File: src/rtl/core/cbm_pkg.sv
// ----------------------------------------------------------------------------
// cbm_pkg
// shared types and codes of the cartridge bank mapper
// ----------------------------------------------------------------------------
package cbm_pkg;

	// store capacities
	localparam int RomAddrBitsDef = 22;
	localparam int RamAddrBitsDef = 17;

	// width of a ROM offset before masking (ExHiROM sets bit 22)
	localparam int RomOffW = 23;
	// width of a battery RAM offset before masking
	localparam int RamOffW = 19;

	// configuration port
	localparam int CfgIdxW  = 2;
	localparam int CfgDataW = 4;

	localparam logic [CfgIdxW-1:0] CfgMapType  = 2'd0;
	localparam logic [CfgIdxW-1:0] CfgRomShift = 2'd1;
	localparam logic [CfgIdxW-1:0] CfgRamShift = 2'd2;

	// map types
	localparam logic [1:0] MapNone   = 2'd0;
	localparam logic [1:0] MapLoRom  = 2'd1;
	localparam logic [1:0] MapHiRom  = 2'd2;
	localparam logic [1:0] MapExHiRom = 2'd3;

	// request modes
	localparam logic [1:0] ModeRead  = 2'd0;
	localparam logic [1:0] ModeWrite = 2'd1;
	localparam logic [1:0] ModeLoad  = 2'd2;

	// result sources
	localparam logic [1:0] SrcOpen = 2'd0;
	localparam logic [1:0] SrcRom  = 2'd1;
	localparam logic [1:0] SrcRam  = 2'd2;

	// configuration reset values
	localparam logic [1:0] MapTypeReset  = MapLoRom;
	localparam logic [3:0] RomShiftReset = 4'd12;
	localparam logic [2:0] RamShiftReset = 3'd3;

	// decoded control for one request
	typedef struct packed {
		logic       rd;
		logic       ram_we;
		logic       rom_we;
		logic [1:0] src;
	} dec_ctl_t;

endpackage

File: src/rtl/core/cbm_decode.sv
// ----------------------------------------------------------------------------
// cbm_decode
// bank:address decode into ROM / battery RAM offsets and request control
// ----------------------------------------------------------------------------
module cbm_decode #(
	parameter int ROM_ADDR_BITS = cbm_pkg::RomAddrBitsDef,
	parameter int RAM_ADDR_BITS = cbm_pkg::RamAddrBitsDef
) (
	input  logic [1:0]               map_type,
	input  logic [3:0]               rom_shift,
	input  logic [2:0]               ram_shift,
	input  logic [1:0]               mode,
	input  logic [7:0]               bank,
	input  logic [15:0]              offset_addr,
	output cbm_pkg::dec_ctl_t        ctl,
	output logic [RAM_ADDR_BITS-1:0] ram_addr,
	output logic [ROM_ADDR_BITS-1:0] rom_addr
);

	localparam logic [3:0] RomShiftMax = 4'(ROM_ADDR_BITS - 10);
	localparam logic [2:0] RamShiftMax = 3'(RAM_ADDR_BITS - 10);

	logic [3:0]                  rom_s;
	logic [2:0]                  ram_s;
	logic [ROM_ADDR_BITS-1:0]    rom_mask;
	logic [RAM_ADDR_BITS-1:0]    ram_mask;
	logic                        lo_ram_hit;
	logic                        hi_ram_hit;
	logic                        ram_hit;
	logic                        rom_hit;
	logic                        ex_hi;
	logic [cbm_pkg::RamOffW-1:0] ram_off;
	logic [cbm_pkg::RomOffW-1:0] rom_off;
	logic [23:0]                 load_off;

	// size masks with the shifts clamped to capacity
	always_comb begin
		rom_s = (rom_shift > RomShiftMax) ? RomShiftMax : rom_shift;
		ram_s = (ram_shift > RamShiftMax) ? RamShiftMax : ram_shift;
		for (int i = 0; i < ROM_ADDR_BITS; i++) begin
			rom_mask[i] = (i < 10 + int'(rom_s));
		end
		for (int i = 0; i < RAM_ADDR_BITS; i++) begin
			ram_mask[i] = (i < 10 + int'(ram_s));
		end
	end

	// battery RAM windows
	assign lo_ram_hit = ((bank >= 8'h70 && bank < 8'h7e) || bank >= 8'hf0) && !offset_addr[15];
	assign hi_ram_hit = !bank[6] && (offset_addr[15:13] == 3'b011);
	assign ram_hit    = (map_type == cbm_pkg::MapLoRom) ? lo_ram_hit : hi_ram_hit;
	assign rom_hit    = offset_addr[15] || bank[6];
	assign ex_hi      = (map_type == cbm_pkg::MapExHiRom) && !bank[7];

	always_comb begin
		if (map_type == cbm_pkg::MapLoRom) begin
			ram_off = {bank[3:0], offset_addr[14:0]};
			rom_off = {1'b0, bank[6:0], offset_addr[14:0]};
		end else begin
			ram_off = {bank[5:0], offset_addr[12:0]};
			rom_off = {ex_hi, bank[5:0], offset_addr};
		end
	end

	assign load_off = {bank, offset_addr};
	assign ram_addr = ram_off[RAM_ADDR_BITS-1:0] & ram_mask;
	assign rom_addr = (mode == cbm_pkg::ModeLoad) ? load_off[ROM_ADDR_BITS-1:0]
		: (rom_off[ROM_ADDR_BITS-1:0] & rom_mask);

	always_comb begin
		ctl.rd     = (mode == cbm_pkg::ModeRead);
		ctl.ram_we = (mode == cbm_pkg::ModeWrite) && (map_type != cbm_pkg::MapNone) && ram_hit;
		ctl.rom_we = (mode == cbm_pkg::ModeLoad);
		unique case (map_type)
			cbm_pkg::MapNone: ctl.src = cbm_pkg::SrcOpen;
			default: begin
				if (ram_hit) begin
					ctl.src = cbm_pkg::SrcRam;
				end else if (rom_hit) begin
					ctl.src = cbm_pkg::SrcRom;
				end else begin
					ctl.src = cbm_pkg::SrcOpen;
				end
			end
		endcase
	end

endmodule

File: config.mk
export PLATFORM = sky130hd
export DESIGN_NAME = cbm_decode
export DESIGN_NICKNAME = d
export VERILOG_FILES = /design/src/rtl/core/cbm_pkg.sv /design/src/rtl/core/cbm_decode.sv
export SDC_FILE = /design/constraint.sdc
export NUM_CORES = 1
export LEC_CHECK = 0
export ABC_AREA = 1
export BUFFER_PORTS_ARGS = -buffer_cell sky130_fd_sc_hd__buf_2
export CORE_MARGIN = 3
export CORE_UTILIZATION = 40
export DETAILED_ROUTE_END_ITERATION = 6
export PLACE_DENSITY = 0.91
export SLEW_MARGIN = 20
export SYNTH_ARGS = -nofsm -noshare
export SYNTH_HDL_FRONTEND = slang
export SYNTH_SLANG_ARGS = --single-unit
File: constraint.sdc
create_clock -name vclk -period 3.3
set_clock_uncertainty 0.05 [all_clocks]
set_input_delay 0.33 -clock vclk [all_inputs]
set_output_delay 0.33 -clock vclk [all_outputs]
set_load 0.05 [all_outputs]
Yosys cells after proc, flatten, opt, wreduce, memory -nomap -nowiden. Index checks and enable logic that the tools add are counted.

Memories kept: 0. Bits in writable memories: 0. Register bits after elaboration: 0. Bits in latches: 0. Input port bits: 35. Memory bits (read-only): 0.

Shift operators: 0. Div/mod/pow operators: 0. Eq/ne operators: 4. Muxes and demuxes: 9. Bitwise gates (word level): 2. $add $sub $neg: 2. Order comparisons: 44. Multiply operators: 0. Reductions and logical operators: 12.

Operators with widths (number): $lt A5 B32 Y1 const A (16); $lt A4 B32 Y1 const A (8); $lt A6 B32 Y1 const A (5); $lt A3 B32 Y1 const A (4); $lt A1 B32 Y1 const A (2); $lt A2 B32 Y1 const A (2); $mux W22 (2); $and A22 B22 Y22 (1); $and A17 B17 Y17 (1); $mux W17 (1); $lt A5 B5 Y1 const A (2); $ge A8 B7 Y1 const B (1); $ge A8 B8 Y1 const B (1); $lt A8 B7 Y1 const B (1); $add A4 B3 Y5 const A (1); $add A4 B4 Y5 const A (1); $logic_and A1 B1 Y1 (5); $eq A2 B1 Y1 const B (2); $gt A4 B4 Y1 const B (1); $logic_not A2 Y1 (2); $mux W2 (2); $mux W4 (1); $eq A3 B2 Y1 const B (1); $gt A3 B3 Y1 const B (1); other kinds (6) (9).

Longest topological paths before layout.
Depth after elaboration: 7. Depth in mapped cells: 10. Mapped depth without buffers: 10.

Worst setup path after synthesis. No wires, ideal clock.

Path type: input -> output. Start point: input port mode[1]. End point: output port rom_addr[19]. Stages: 4. Buffers on the path: 0. Arrival: 1.982 ns. Path slack: 0.938 ns. Cell sequence: inv_1 -> nor2_4 -> inv_4 -> o21ai_0.

RTL lines: from (decl) (line cbm_decode.sv:12) `input logic [1:0] mode,`; to (decl) (line cbm_decode.sv:17) `output logic [ROM_ADDR_BITS-1:0] rom_addr`.

Worst setup path after layout.
Start point: input port rom_shift[2]. End point: output port rom_addr[20].

Word-level cells in the longest chain between the ends: 6.

Ends and longest elaborated chain: from (decl) (line cbm_decode.sv:10) `input logic [3:0] rom_shift,`; $gt A4 B4 Y1 (line cbm_decode.sv:38) `rom_s = (rom_shift > RomShiftMax) ? RomShiftMax : rom_shift;`; $mux W4 (*) (line cbm_decode.sv:38); $add A4 B4 Y5 (*) (line cbm_decode.sv:41) `rom_mask[i] = (i < 10 + int'(rom_s));`; $lt A6 B32 Y1 (*) (line cbm_decode.sv:41); $and A22 B22 Y22 (*) (line cbm_decode.sv:68) `: (rom_off[ROM_ADDR_BITS-1:0] & rom_mask);`; $mux W22 (*) (line cbm_decode.sv:67) `assign rom_addr = (mode == cbm_pkg::ModeLoad) ? load_off[ROM_ADDR_BITS-1:0]`.

Every way passes the cells marked *; elsewhere a longest branch is shown, timed or not.

==> out/results.ini <==
[run_status]
outcome = completed

[worst_hold_path]
holdPathEnd = rom_addr[9]
hold_class = input pin to output pin
min_from = offset_addr[9]
min_path_cells = 0

[cells_and_area]
nets = 242
regArea_um2 = 0
fin_area_mm2 = 0.00104
antennaDiodeCount = 0
drive_gt1_frac = 0.440
fillerInstances = 181
seq_cell_count = 0
final_util = 0.639
n_clock_buffer = 0
area_growth_pct = 40.1
layout.cells.non_filler = 224

[yosys]
yosysUniqueCellTypes = 26
syn_nets = 190
ys_seq_area_frac = 0
syn-instance-count = 150
netlist_area_um2 = 743
avgSynthCellArea_um2 = 4.95
yosys_warnings = 0

[placement]
dp_hpwl_um = 2090
preCtsSetupSlack_ns = 1.20
placement.cell_area_mm2 = 0.00104
dp_cells = 224
gp_congestion = 0.812
portBuffers = 67

[sta]
fmax_mhz = 473
worstMarginPinSlew_ns = 0.256
fin_ws_ns = 1.18
timing.final.max_slew_violations = 0
hold_viol_final = 0
fin_tns_setup_ns = 0
hold_ws_ns = 0.610
slew-limit-headroom = 0.829
setup_violations = 0
period_minus_slack_ns = 2.12
post-route-period-util = 0.641
rsz0062_at_grt = false

[global_routing]
grt_usage = 0.190
grt_max_degree = 10
grt_pass1_vias = 928
antenna_found_initial = 0
grt-ovfl-total = 0
grt_pass1_wl_um = 3870

[pwr]
leakage_nw = 0.679
p_switching_mw = 0.182
seqPwrFrac = 0
pwr-share-comb = 1.000
power_mw = 0.243
power_density_mw_per_mm2 = 234
clkPwrFrac = 0
switching_share = 0.749
intPower_mw = 0.0611
irDropWorstVdd_v = 0.000146

[setup_path]
path_cells = buf_2, nand2_1, nand2_2, inv_1, ha_1, inv_1, nand2_1, nand2_2, nand2_2, nand3_1, a21oi_1, buf_2
crit_path_frequent_cell = nand2_2
max_stage_delay_ns = 0.29
startpoint_type = input pin
cp_data_required_time_ns = 2.92
crit_arrival_ns = 1.74
cp_max_fo = 5
worstSetupPathType = input pin to output pin
critical_path.endpoint_type = output pin
cp_slowest_cell = buf_2

[die]
dieArea_mm2 = 0.00241
io_pins = 79
die_y_um = 49.1
die_w_um = 49.1
core_mm2 = 0.00163
rows = 14
initial_utilization = 0.456

[drt]
dr.pass1.iters = 4
vias = 1089
drcViolationCount = 0
drt_iter0_drc = 22
antenna_left = 0
via_per_inst = 4.86
routedWlPerCell_um = 10.6
wirelength_um = 2380

[clocking]
cts-resized-gates = 0
cts_hold_buf = 0
cts_setup_buffers = 0

[run]
cap_viol_max_count = 0

[layer usage]
metal  up-vias  track usage  share of wire
li1        558            -              -
met1       465        0.245           0.44
met2        66        0.337           0.45
met3         0       0.0367           0.11
met4         0      0.00948              0
met5         -            0              0
[power groups by stage]
stage / clock (mW) / sequential (mW) / combinational [mW]
floorplan: 0 / 0 / 0.202
global placement: 0 / 0 / 0.241
detailed placement: 0 / 0 / 0.243
CTS: 0 / 0 / 0.243
global route: 0 / 0 / 0.260
finish: 0 / 0 / 0.243
[worst max path at each step]
stage                     slack [ns]    startpoint            to
after global routing            1.04  rom_shift[3]   rom_addr[0]
after floorplan                 0.94       mode[1]  rom_addr[19]
after global placement          1.24  rom_shift[2]  rom_addr[20]
after detailed placement        1.20  rom_shift[2]  rom_addr[20]
final                           1.18  rom_shift[2]  rom_addr[20]
after CTS                       1.19  rom_shift[2]  rom_addr[20]
[worst max-delay path: cells and delay by family]
family / cells / cell delay, ns
AO/OA/AOI/OAI: 1 / 0.15
adder cells (fa/ha/maj): 1 / 0.16
buffers and inverters: 4 / 0.56
AND/OR/NAND/NOR: 6 / 0.54
[cell usage after synthesis]
| master | count | share of area |
|---|---|---|
| nand4_1 | 3 | 0.025 |
| nand2_1 | 36 | 0.18 |
| nor2_1 | 15 | 0.076 |
| inv_2 | 5 | 0.025 |
| o21ai_1 | 4 | 0.027 |
| a21boi_2 | 1 | 0.015 |
| nand3_2 | 1 | 0.013 |
| a31oi_1 | 2 | 0.017 |
| a21oi_2 | 1 | 0.012 |
| ha_1 | 5 | 0.084 |
| o21a_1 | 1 | 0.010 |
| a21oi_1 | 8 | 0.054 |
| clkbuf_1 | 16 | 0.081 |
| a21boi_1 | 2 | 0.020 |
| inv_4 | 1 | 0.0084 |
| buf_4 | 1 | 0.010 |
| o21ai_0 | 3 | 0.020 |
| inv_1 | 22 | 0.11 |
| nand2_2 | 7 | 0.059 |
| nand3_1 | 9 | 0.061 |
| a21boi_0 | 1 | 0.010 |
| nor2_4 | 2 | 0.030 |
| nor2_2 | 1 | 0.0084 |
| a22oi_2 | 1 | 0.017 |
| o21ai_2 | 1 | 0.012 |
| a22o_1 | 1 | 0.012 |
[final cells by class]
cell class	count	area, um2	area share
multi-input cells	105	568	0.546
well taps	24	30.0	0.0288
inverters	28	108	0.103
repair buffers	67	335	0.322
[kinds of logic (layout without fill, tap and decap cells)]
group           after synthesis  in the layout  synth area share
compound gates               26             26             0.226
fa+ha+maj                     5              5            0.0842
buf+inv                      45             95             0.236
simple gates                 74             74             0.455
[cells in the final DEF, fill, tap and decap left out, drive strengths merged]
master and instances:
inv 28, nand2 43, buf 67, a22o 1, a21oi 9, a21boi 4
a31oi 2, nand4 3, nand3 10, a22oi 1, o21a 1, o21ai 8
ha 5, nor2 18
(Power assumes the default switching activity.)
